File: config.mk
export PLATFORM = sky130hd
export DESIGN_NAME = joint_angle_pid_drive
export DESIGN_NICKNAME = d
export VERILOG_FILES = /design/src/design/japd_pkg.sv /design/src/design/joint_angle_pid_drive.sv
export SDC_FILE = /design/constraint.sdc
export NUM_CORES = 2
export LEC_CHECK = 0
export BUFFER_PORTS_ARGS = -buffer_cell sky130_fd_sc_hd__buf_2
export CAP_MARGIN = 20
export CORE_MARGIN = 3
export CORE_UTILIZATION = 38
export CTS_CLUSTER_DIAMETER = 120
export DETAILED_ROUTE_END_ITERATION = 16
export GPL_TIMING_DRIVEN = 0
export PLACE_DENSITY_LB_ADDON = 0.08
export SYNTH_ARGS = -nofsm -noshare
export SYNTH_HDL_FRONTEND = slang
export SYNTH_SLANG_ARGS = --single-unit
File: constraint.sdc
create_clock -name clk -period 19 [get_ports clk]
set_input_delay 0 -clock clk [delete_from_list [all_inputs] [get_ports clk]]
set_output_delay 0 -clock clk [all_outputs]
set_load 0.02 [all_outputs]
File: src/design/japd_pkg.sv
// Package for the joint angle PID drive: widths, register indexes,
// microcode control word and the program table of the sequencer.
// No dependencies.
`timescale 1ns / 1ps
`default_nettype none

package japd_pkg;

	localparam int INTEGRAL_BITS = 24;

	localparam int RAW_W  = 8;
	localparam int DEG_W  = 9;
	localparam int GAIN_W = 16;
	localparam int ERR_W  = 10;
	localparam int DERR_W = 11;
	localparam int DIFF_W = 10;
	localparam int ANG_W  = 12;
	localparam int DUTY_W = 8;

	localparam int CFG_AW = 3;
	localparam int CFG_DW = 16;
	localparam int IN_DW  = 24;
	localparam int OUT_DW = 16;

	// division by 255 as multiply by reciprocal: q = (m * RECIP) >> RECIP_SHIFT
	localparam int ABS_W       = 17;
	localparam int RECIP       = 131587;
	localparam int RECIP_SHIFT = 25;
	localparam int QUO_W       = 9;

	localparam int MUL_A_W = (INTEGRAL_BITS > ABS_W + 1) ? INTEGRAL_BITS : ABS_W + 1;
	localparam int MUL_B_W = 19;
	localparam int PROD_W  = MUL_A_W + MUL_B_W;
	localparam int ACC_W   = PROD_W + 2;
	localparam int FRAC_W  = 8;
	localparam int RES_W   = ACC_W - FRAC_W;

	localparam int PC_W = 4;

	localparam logic [CFG_AW-1:0] REG_GAIN_P   = CFG_AW'(0);
	localparam logic [CFG_AW-1:0] REG_GAIN_I   = CFG_AW'(1);
	localparam logic [CFG_AW-1:0] REG_GAIN_D   = CFG_AW'(2);
	localparam logic [CFG_AW-1:0] REG_RANGE_LO = CFG_AW'(3);
	localparam logic [CFG_AW-1:0] REG_RANGE_HI = CFG_AW'(4);

	localparam logic [PC_W-1:0] PC_IDLE  = PC_W'(0);
	localparam logic [PC_W-1:0] PC_MAP   = PC_W'(1);
	localparam logic [PC_W-1:0] PC_DIV   = PC_W'(2);
	localparam logic [PC_W-1:0] PC_ERR   = PC_W'(3);
	localparam logic [PC_W-1:0] PC_INTEG = PC_W'(4);
	localparam logic [PC_W-1:0] PC_PTERM = PC_W'(5);
	localparam logic [PC_W-1:0] PC_ITERM = PC_W'(6);
	localparam logic [PC_W-1:0] PC_DTERM = PC_W'(7);
	localparam logic [PC_W-1:0] PC_OUT   = PC_W'(8);

	typedef enum logic [2:0] {
		A_RAW, A_ABS, A_ERR, A_SUM, A_DERR
	} a_sel_t;

	typedef enum logic [2:0] {
		B_DIFF, B_RECIP, B_KP, B_KI, B_KD
	} b_sel_t;

	typedef enum logic [2:0] {
		OP_NONE, OP_SIGN, OP_ERR, OP_INTEG, OP_LOAD, OP_ADD, OP_OUT
	} op_t;

	typedef enum logic [1:0] {
		J_NEXT, J_WAIT_IN, J_WAIT_OUT
	} jmp_t;

	typedef struct packed {
		a_sel_t           a_sel;
		b_sel_t           b_sel;
		logic             mul_en;
		op_t              op;
		jmp_t             jmp;
		logic [PC_W-1:0]  target;
	} uword_t;

	function automatic uword_t ucode(input logic [PC_W-1:0] pc);
		uword_t w;
		w = '{a_sel: A_RAW, b_sel: B_DIFF, mul_en: 1'b0, op: OP_NONE,
			jmp: J_NEXT, target: PC_IDLE};
		unique case (pc)
			PC_IDLE: begin
				w.jmp = J_WAIT_IN;
			end
			PC_MAP: begin
				w.a_sel  = A_RAW;
				w.b_sel  = B_DIFF;
				w.mul_en = 1'b1;
			end
			PC_DIV: begin
				w.a_sel  = A_ABS;
				w.b_sel  = B_RECIP;
				w.mul_en = 1'b1;
				w.op     = OP_SIGN;
			end
			PC_ERR: begin
				w.op = OP_ERR;
			end
			PC_INTEG: begin
				w.a_sel  = A_ERR;
				w.b_sel  = B_KP;
				w.mul_en = 1'b1;
				w.op     = OP_INTEG;
			end
			PC_PTERM: begin
				w.a_sel  = A_SUM;
				w.b_sel  = B_KI;
				w.mul_en = 1'b1;
				w.op     = OP_LOAD;
			end
			PC_ITERM: begin
				w.a_sel  = A_DERR;
				w.b_sel  = B_KD;
				w.mul_en = 1'b1;
				w.op     = OP_ADD;
			end
			PC_DTERM: begin
				w.op = OP_ADD;
			end
			PC_OUT: begin
				w.op     = OP_OUT;
				w.jmp    = J_WAIT_OUT;
				w.target = PC_IDLE;
			end
			default: begin
				w.jmp    = J_WAIT_OUT;
				w.target = PC_IDLE;
			end
		endcase
		return w;
	endfunction

endpackage

`default_nettype wire

File: src/design/joint_angle_pid_drive.sv
// Joint angle PID drive: microcoded sequencer around one shared multiplier.
// A new input item is accepted only in the idle step, once the nine-step program on the
// single multiplier has run and its result has been written to the output register;
// the output step holds while an earlier result has not yet been taken.
// Reset clears the sequencer, integral and prior error, and loads default gains and range.
// Depends on japd_pkg.
`timescale 1ns / 1ps
`default_nettype none

module joint_angle_pid_drive
	import japd_pkg::*;
(
	input  wire logic              clk,
	input  wire logic              arst_n,
	input  wire logic              cfg_we,
	input  wire logic [CFG_AW-1:0] cfg_addr,
	input  wire logic [CFG_DW-1:0] cfg_wdata,
	input  wire logic              s_tvalid,
	output logic                   s_tready,
	input  wire logic [IN_DW-1:0]  s_tdata,   // sensor_raw[7:0], target_deg[16:8], zero fill
	output logic                   m_tvalid,
	input  wire logic              m_tready,
	output logic [OUT_DW-1:0]      m_tdata    // reverse[0], duty[8:1], zero fill
);

	logic signed [GAIN_W-1:0]        gain_p_q, gain_i_q, gain_d_q;
	logic signed [DEG_W-1:0]         range_lo_q, range_hi_q;

	logic [PC_W-1:0]                 pc_q, pc_d;
	uword_t                          uw;

	logic [RAW_W-1:0]                raw_q;
	logic signed [DEG_W-1:0]         target_q;
	logic signed [PROD_W-1:0]        prod_q, prod_neg;
	logic signed [ACC_W-1:0]         acc_q;
	logic                            neg_q;
	logic signed [ERR_W-1:0]         err_q, prior_q, err_d;
	logic signed [DERR_W-1:0]        derr_q;
	logic signed [INTEGRAL_BITS-1:0] sum_q, sum_d;
	logic signed [INTEGRAL_BITS:0]   sum_ext;

	logic signed [MUL_A_W-1:0]       a_mux;
	logic signed [MUL_B_W-1:0]       b_mux;
	logic signed [DIFF_W-1:0]        diff;
	logic [ABS_W-1:0]                abs_v;
	logic [QUO_W-1:0]                quo;
	logic signed [ANG_W-1:0]         quo_s, dev;
	logic signed [RES_W-1:0]         res, mag;
	logic                            res_pos;
	logic [DUTY_W-1:0]               duty_d;

	logic                            out_busy, out_wr, in_acc;
	logic                            rev_q;
	logic [DUTY_W-1:0]               duty_q;
	logic                            out_valid_q;

	assign uw       = ucode(pc_q);
	assign s_tready = (uw.jmp == J_WAIT_IN);
	assign in_acc   = s_tvalid && s_tready;
	assign out_busy = out_valid_q && !m_tready;
	assign out_wr   = (uw.op == OP_OUT) && !out_busy;

	assign m_tvalid = out_valid_q;
	assign m_tdata  = {{(OUT_DW - DUTY_W - 1){1'b0}}, duty_q, rev_q};

	always_comb begin
		unique case (uw.jmp)
			J_NEXT:     pc_d = pc_q + PC_W'(1);
			J_WAIT_IN:  pc_d = s_tvalid ? pc_q + PC_W'(1) : pc_q;
			J_WAIT_OUT: pc_d = out_busy ? pc_q : uw.target;
			default:    pc_d = PC_IDLE;
		endcase
	end

	// shared multiplier operands
	assign diff     = DIFF_W'(range_hi_q) - DIFF_W'(range_lo_q);
	assign prod_neg = -prod_q;
	assign abs_v    = prod_q[PROD_W-1] ? prod_neg[ABS_W-1:0] : prod_q[ABS_W-1:0];

	always_comb begin
		unique case (uw.a_sel)
			A_RAW:   a_mux = $signed(MUL_A_W'(raw_q));
			A_ABS:   a_mux = $signed(MUL_A_W'(abs_v));
			A_ERR:   a_mux = MUL_A_W'(err_q);
			A_SUM:   a_mux = MUL_A_W'(sum_q);
			A_DERR:  a_mux = MUL_A_W'(derr_q);
			default: a_mux = '0;
		endcase
		unique case (uw.b_sel)
			B_DIFF:  b_mux = MUL_B_W'(diff);
			B_RECIP: b_mux = MUL_B_W'(RECIP);
			B_KP:    b_mux = MUL_B_W'(gain_p_q);
			B_KI:    b_mux = MUL_B_W'(gain_i_q);
			B_KD:    b_mux = MUL_B_W'(gain_d_q);
			default: b_mux = '0;
		endcase
	end

	// angle and clamped error
	assign quo   = prod_q[RECIP_SHIFT +: QUO_W];
	assign quo_s = $signed(ANG_W'(quo));
	assign dev   = ANG_W'(range_lo_q) + (neg_q ? -quo_s : quo_s) - ANG_W'(target_q);

	always_comb begin
		priority if (dev < -ANG_W'(512))
			err_d = {1'b1, {(ERR_W - 1){1'b0}}};
		else if (dev > ANG_W'(511))
			err_d = {1'b0, {(ERR_W - 1){1'b1}}};
		else
			err_d = dev[ERR_W-1:0];
	end

	// saturating integral
	assign sum_ext = (INTEGRAL_BITS + 1)'(sum_q) + (INTEGRAL_BITS + 1)'(err_q);

	always_comb begin
		if (sum_ext[INTEGRAL_BITS] != sum_ext[INTEGRAL_BITS-1])
			sum_d = sum_ext[INTEGRAL_BITS] ? {1'b1, {(INTEGRAL_BITS - 1){1'b0}}}
				: {1'b0, {(INTEGRAL_BITS - 1){1'b1}}};
		else
			sum_d = sum_ext[INTEGRAL_BITS-1:0];
	end

	// floor shift, direction and magnitude saturation
	assign res     = acc_q[ACC_W-1:FRAC_W];
	assign res_pos = !res[RES_W-1] && (|res);
	assign mag     = res_pos ? res : -res;
	assign duty_d  = (|mag[RES_W-1:DUTY_W]) ? {DUTY_W{1'b1}} : mag[DUTY_W-1:0];

	always_ff @(posedge clk or negedge arst_n) begin
		if (!arst_n) begin
			gain_p_q   <= GAIN_W'(2560);
			gain_i_q   <= GAIN_W'(2560);
			gain_d_q   <= GAIN_W'(2560);
			range_lo_q <= DEG_W'(0);
			range_hi_q <= DEG_W'(90);
		end else if (cfg_we) begin
			unique case (cfg_addr)
				REG_GAIN_P:   gain_p_q   <= cfg_wdata;
				REG_GAIN_I:   gain_i_q   <= cfg_wdata;
				REG_GAIN_D:   gain_d_q   <= cfg_wdata;
				REG_RANGE_LO: range_lo_q <= cfg_wdata[DEG_W-1:0];
				REG_RANGE_HI: range_hi_q <= cfg_wdata[DEG_W-1:0];
				default: ;
			endcase
		end
	end

	always_ff @(posedge clk or negedge arst_n) begin
		if (!arst_n) begin
			pc_q        <= PC_IDLE;
			sum_q       <= '0;
			prior_q     <= '0;
			out_valid_q <= 1'b0;
		end else begin
			pc_q <= pc_d;
			if (uw.op == OP_INTEG) begin
				sum_q   <= sum_d;
				prior_q <= err_q;
			end
			if (out_wr)
				out_valid_q <= 1'b1;
			else if (m_tready)
				out_valid_q <= 1'b0;
		end
	end

	always_ff @(posedge clk) begin
		if (in_acc) begin
			raw_q    <= s_tdata[RAW_W-1:0];
			target_q <= s_tdata[RAW_W +: DEG_W];
		end
		if (uw.mul_en)
			prod_q <= PROD_W'(a_mux * b_mux);
		unique case (uw.op)
			OP_SIGN:  neg_q  <= prod_q[PROD_W-1];
			OP_ERR:   err_q  <= err_d;
			OP_INTEG: derr_q <= DERR_W'(err_q) - DERR_W'(prior_q);
			OP_LOAD:  acc_q  <= ACC_W'(prod_q);
			OP_ADD:   acc_q  <= acc_q + ACC_W'(prod_q);
			OP_OUT: begin
				if (out_wr) begin
					rev_q  <= !res_pos;
					duty_q <= duty_d;
				end
			end
			default: ;
		endcase
	end

	a_accept_starts: assert property (@(posedge clk) disable iff (!arst_n)
		in_acc |=> pc_q == PC_MAP)
		else $error("accepted item did not start the program");

	a_out_from_step: assert property (@(posedge clk) disable iff (!arst_n)
		$rose(m_tvalid) |-> $past(uw.op == OP_OUT))
		else $error("result raised outside the output step");

	a_hold_when_busy: assert property (@(posedge clk) disable iff (!arst_n)
		(uw.op == OP_OUT) && out_busy |=> pc_q == $past(pc_q))
		else $error("sequencer advanced while the result slot was full");

	a_prior_tracks: assert property (@(posedge clk) disable iff (!arst_n)
		uw.op == OP_INTEG |=> prior_q == $past(err_q))
		else $error("prior error not updated from current error");

endmodule

`default_nettype wire
# After elaboration in Yosys (flattened, before gate mapping)
# Cells that the tools add are included.
op_classes:
  n_mux: 17
  n_addsub: 10
  n_eq_ne: 31
  reduce_logical: 26
  magnitude_cmp: 2
  n_mul: 1
op_table:
  columns: ["cell", "count"]
  rows:
  - ["24-bit one-hot mux with 5 select lines", 1]
  - ["19-bit one-hot mux with 5 select lines", 1]
  - ["45-bit one-hot mux with 2 select lines", 1]
  - ["24-bit 2-to-1 mux", 2]
  - ["45-bit by 43-bit adder with 45-bit output", 1]
  - ["24-bit by 19-bit multiplier with 43-bit output", 1]
  - ["37-bit 2-to-1 mux", 1]
  - ["37-bit negation", 1]
  - ["37-bit OR reduction", 1]
  - ["7-bit one-hot mux with 5 select lines", 1]
  - ["29-bit OR reduction", 1]
  - ["24-bit by 10-bit adder with 25-bit output", 1]
  - ["3-bit by 2-bit == test with 1-bit output, second input constant", 8]
  - ["3-bit == test, second input constant", 6]
  - ["3-bit one-hot mux with 6 select lines", 1]
  - ["17-bit 2-to-1 mux", 1]
  - ["17-bit negation", 1]
  - ["4-bit by 3-bit == test with 1-bit output, second input constant", 4]
  - ["2-bit AND reduction", 7]
  - ["9-bit by 12-bit adder with 12-bit output", 1]
  - ["3-bit by 1-bit == test with 1-bit output, second input constant", 4]
  - ["12-bit by 10-bit > comparator with 1-bit output, second input constant", 1]
  - ["12-bit by 10-bit less-than comparator with 1-bit output, second input constant", 1]
  - ["12-bit 2-to-1 mux", 1]
  - ["25 further kinds", 38]
word_totals:
  word_cells: 105
  reg_bits: 241
  out_inout_bits: 18

# Depth between registers and ports, before layout
depth:
  ltp_word: 6
  ltp_mapped: 38

# Worst setup path after synthesis
# OpenSTA, ideal clock, no wires.
synth_timing:
  path_type: "flip-flop to flip-flop"
  start: "register prod_q[4]"
  end: "register prod_q[34] (data pin)"
  path_slack_ps: 10043
  arrival_ps: 8698
  path_stages_with_launch: 33
  setup_time_ps: 259
  t_required_ps: 18741
  period_less_slack_ps: 8957
  n_path_buf: 1
  path_cell_list: "edfxtp_1 -> or3_1 -> or2_2 -> nor4_1 -> nand2_1 -> or4_1 -> o31ai_1 -> xor2_1 -> o21ai_0 -> clkbuf_1 -> nand2_1 -> fa_1 -> inv_1 -> fa_1 -> inv_1 -> fa_1 -> inv_1 -> fa_1 -> fa_1 -> fa_1 -> inv_1 -> fa_1 -> inv_1 -> ha_1 -> a21o_1 -> a31o_2 -> or4_1 -> o21ai_0 -> o21ai_0 -> a41oi_1 -> o21bai_1 -> a21oi_1 -> xnor2_1"
synth_between:
  elab_chain_len: 4
synth_lines:
  columns: ["item", "line_no", "source"]
  rows:
  - ["start: declaration", "joint_angle_pid_drive.sv:34", "logic signed [PROD_W-1:0] prod_q, prod_neg;"]
  - ["start signal: assignment", "joint_angle_pid_drive.sv:174", "prod_q <= PROD_W'(a_mux * b_mux);"]
  - ["17-bit negation", "joint_angle_pid_drive.sv:77", "assign prod_neg = -prod_q;"]
  - ["17-bit 2-to-1 mux *", "joint_angle_pid_drive.sv:78", "assign abs_v = prod_q[PROD_W-1] ? prod_neg[ABS_W-1:0] : prod_q[ABS_W-1:0];"]
  - ["24-bit one-hot mux with 5 select lines *", "joint_angle_pid_drive.sv:81", "unique case (uw.a_sel)"]
  - ["24-bit by 19-bit multiplier with 43-bit output *", "joint_angle_pid_drive.sv:174", null]
# Mark *: on every way between the ends. The rest lies on a longest branch, timed or not.
# A chain may end at the register's enable or synchronous reset.

# Worst setup path in the final report
layout_timing:
  start: "register pc_q[0]"
  end: "register prod_q[42] (data pin)"
layout_between:
  elab_chain_len: 5
layout_lines:
  columns: ["item", "line_no", "source"]
  rows:
  - ["start: declaration", "joint_angle_pid_drive.sv:29", "logic [PC_W-1:0] pc_q, pc_d;"]
  - ["start signal: assignment", "joint_angle_pid_drive.sv:156", "pc_q <= pc_d;"]
  - ["4-bit by 3-bit == test with 1-bit output, or another cell as far along", "japd_pkg.sv:85", "unique case (pc)"]
  - ["7-bit one-hot mux with 5 select lines *", "japd_pkg.sv:85", null]
  - ["3-bit == test, or another cell as far along", "joint_angle_pid_drive.sv:81", null]
  - ["24-bit one-hot mux with 5 select lines or 19-bit one-hot mux with 5 select lines (tied branches)", "joint_angle_pid_drive.sv:81, joint_angle_pid_drive.sv:89", null]
  - ["24-bit by 19-bit multiplier with 43-bit output *", "joint_angle_pid_drive.sv:174", null]
# Marks and branches as above.

==> impl_metrics.tcl <==
set metrics [dict create \
    dieHeight_um 298 \
    antenna_found_initial 5 \
    r2r_slack_ns 7.32 \
    fin_setup_tns_ns 0 \
    die_w_um 298 \
    use_met3 0.0385 \
    track_usage 0.245 \
    root_buffer "clkbuf_16" \
    r2r_start "pc_q[0]$_DFFE_PN0P_" \
    drv_cap 0 \
    clock-sinks 241 \
    finalCriticalPeriod_ns 11.68 \
    holdPathEnd "target_q[2]$_DFFE_PP_" \
    cp_data_required_time_ns 19.25 \
    arrival_ns 11.94 \
    min-delay-start "s_tdata[10]" \
    dp_hpwl_um 88300 \
    min_path_type "input port to flop" \
    max_freq_mhz 85.6 \
    drt-initial-drc-count 1825 \
    skew_ns 0.0392 \
    dr_total_vias 25500 \
    post_cts_buffers 0 \
    syn_to_final_growth_pct 11.2 \
    place.gp.congestion 0.938 \
    cp_common_cell "fa_1" \
    htree_levels 2 \
    die_area_um2 89100 \
    ant_nets 0 \
    clk_path_buf_depth 3 \
    grt_overflow 0 \
    grt_max_degree 84 \
    crit_type "flop to flop" \
    cp_max_fo 10 \
    grt_setup_unrepaired "no" \
    grt_pass1_wl_um 165000 \
    ys_seq_area_frac 0.207 \
    fill_cells 8430 \
    post-route-period-util 0.615 \
    synth.avg_cell_area_um2 9.28 \
    cp-end-kind "flop" \
    critPathBufInv 10 \
    slew_viol_final 0 \
    syn_area_um2 32500 \
    slowest_stage "nor2_1" \
    grt_pass1_vias 26600 \
    slew_headroom 0.148 \
    ys_ff_latch 241 \
    wire_per_inst_um 22.2 \
    core_area_um2 84200 \
    ys_types 82 \
    cts_tree "done" \
    max_stage_delay_ns 0.82 \
    grt.met1_usage 0.339 \
    status "finished, final reports clean" \
    cts-buffers-inserted 36 \
    start_util 0.386 \
    ys.flop_type "edfxtp_1" \
    port_buffers 51 \
    drive_gt1_frac 0.0702 \
    grt-busiest-layer "met2" \
    routed_wl_um 107000 \
    setup_viol 0 \
    io_pins 66 \
    critPathTopFamily "adder cells" \
    critPathLaunchType "flop" \
    r2r-end "prod_q[42]$_DFFE_PN_" \
    final_util 0.429 \
    cts_resized 0 \
    synth_async_sr_flop_share 0.436 \
    multi_input_area_um2 23000 \
    final_net_count 4409 \
    routed_via_density 5.29 \
    use_met2 0.394 \
    hold_depth 2 \
    clk_latency_ns 0.57 \
    ff2ff_path_depth 33 \
    yosys_warnings 0 \
    clk_pin_slew_ns 0.06 \
    seqCellArea_um2 6720 \
    tightest_slew_ns 1.27 \
    drc_errors 0 \
    firstDrtPassIters 7 \
    rows 106 \
    synth_cells 3503 \
    synth_edf_count 136 \
    hold_viol_final 0 \
]
-- final cells by class --
type,count,share of cell area
buffer,144,0.0163
clock inverter,18,0.00571
antenna,3,0.000208
timing repair buffer,115,0.0258
multi-input combinational,2540,0.638
tap,1134,0.0393
clock buffer,46,0.0280
sequential,241,0.186
inverter,584,0.0607
-- Yosys cell counts, types with 29 or more instances --
library cell | n | area [um^2]
a21o_1 | 74 | 556
a21oi_1 | 166 | 831
and2_1 | 35 | 219
clkbuf_1 | 124 | 465
dfrtp_1 | 95 | 2380
edfxtp_1 | 136 | 4080
fa_1 | 469 | 9390
ha_1 | 230 | 2880
inv_1 | 581 | 2180
mux2_2 | 68 | 766
nand2_1 | 436 | 1640
nor2_1 | 249 | 935
nor2b_1 | 35 | 219
o21a_1 | 29 | 218
o21ai_0 | 171 | 856
xnor2_1 | 93 | 815
xor2_1 | 65 | 569
-- worst max path at each step --
| stage | start | endpoint | slack (ns) | cells after the start |
|---|---|---|---|---|
| floorplan | prod_q[4]$_DFFE_PN_ | prod_q[34]$_DFFE_PN_ | 10.04 | 32 |
| global placement | pc_q[0]$_DFFE_PN0P_ | prod_q[42]$_DFFE_PN_ | 6.70 | 29 |
| detailed placement | pc_q[0]$_DFFE_PN0P_ | prod_q[42]$_DFFE_PN_ | 7.52 | 32 |
| CTS | pc_q[0]$_DFFE_PN0P_ | prod_q[42]$_DFFE_PN_ | 7.42 | 32 |
| global route | pc_q[0]$_DFFE_PN0P_ | prod_q[42]$_DFFE_PN_ | 6.64 | 32 |
| finish | pc_q[0]$_DFFE_PN0P_ | prod_q[42]$_DFFE_PN_ | 7.32 | 33 |
-- worst reg2reg max path: cells and delay by family (launching register included) --
family | cells | cell delay, ns
adder cells (fa/ha/maj) | 9 | 4.18
AO/OA/AOI/OAI | 7 | 1.65
buffers and inverters | 10 | 2.60
AND/OR/NAND/NOR | 6 | 2.16
XOR/XNOR | 1 | 0.33
flip-flops | 1 | 0.41
-- flip-flops by register name, summed over array words and instances, names as in the netlist --
register    count
gain_d_q       16
sum_q          24
m_tvalid        1
acc_q          45
prod_q         43
err_q          10
duty_q          8
gain_i_q       16
rev_q           1
derr_q         11
neg_q           1
raw_q           8
prior_q        10
pc_q            4
gain_p_q       16
range_lo_q      9
target_q        9
range_hi_q      9
-- repair_timing --
action	CTS	global route
endpoints found under the setup margin	0	0
hold buffers	45	0
endpoints found under the hold margin	185	0
-- metrics by stage --
step           cell area (um^2)  std cells  hold slack (ns)  worst slack, ns
6_report                  36100       4825            0.141             7.32
4_1_cts                   36100       4819            0.109             7.42
2_1_floorplan             32500       3509           -0.296            10.04
3_5_place_dp              34400       4710           -0.116             7.52
5_1_grt                   36100       4822            0.132             6.64
3_3_place_gp              34200       4694            0.178             6.70
-- layout by cell type (no fill, tap or decap), types with 19 or more instances in the layout --
| master | instances |
|---|---|
| fa_1 | 469 |
| clkbuf_16 | 38 |
| mux2_2 | 68 |
| nor2b_1 | 35 |
| o21a_1 | 29 |
| buf_2 | 58 |
| inv_1 | 581 |
| a21oi_1 | 166 |
| o21ai_0 | 170 |
| clkbuf_1 | 129 |
| a21o_1 | 74 |
| dlygate4sd3_1 | 44 |
| nand2_1 | 435 |
| nand3_1 | 26 |
| edfxtp_1 | 136 |
| nand4_1 | 21 |
| o21bai_1 | 19 |
| ha_1 | 230 |
| xor2_1 | 65 |
| nor2_1 | 249 |
| xnor2_1 | 93 |
| dfrtp_1 | 95 |
| and2_1 | 35 |
| nor3_1 | 26 |
| nand2b_1 | 21 |
-- routing by layer --
metal | vias to the layer above | wire length (um)
li1 | 11800 | -
met3 | 163 | 6940
met5 | - | 0
met2 | 739 | 48600
met1 | 12800 | 47600
met4 | 0 | 3820
-- kinds of logic after synthesis --
| family | synth area share |
|---|---|
| compound gates | 0.126 |
| xor+xnor | 0.0426 |
| fa+ha+maj | 0.381 |
| buf+inv | 0.0856 |
| flops | 0.207 |
| mux | 0.0255 |
| other cells | 0.000115 |
| simple gates | 0.133 |
Power is left out: the tool's default activity adds up to more than one toggle a clock period on the data nets, which glitch-free logic cannot reach.
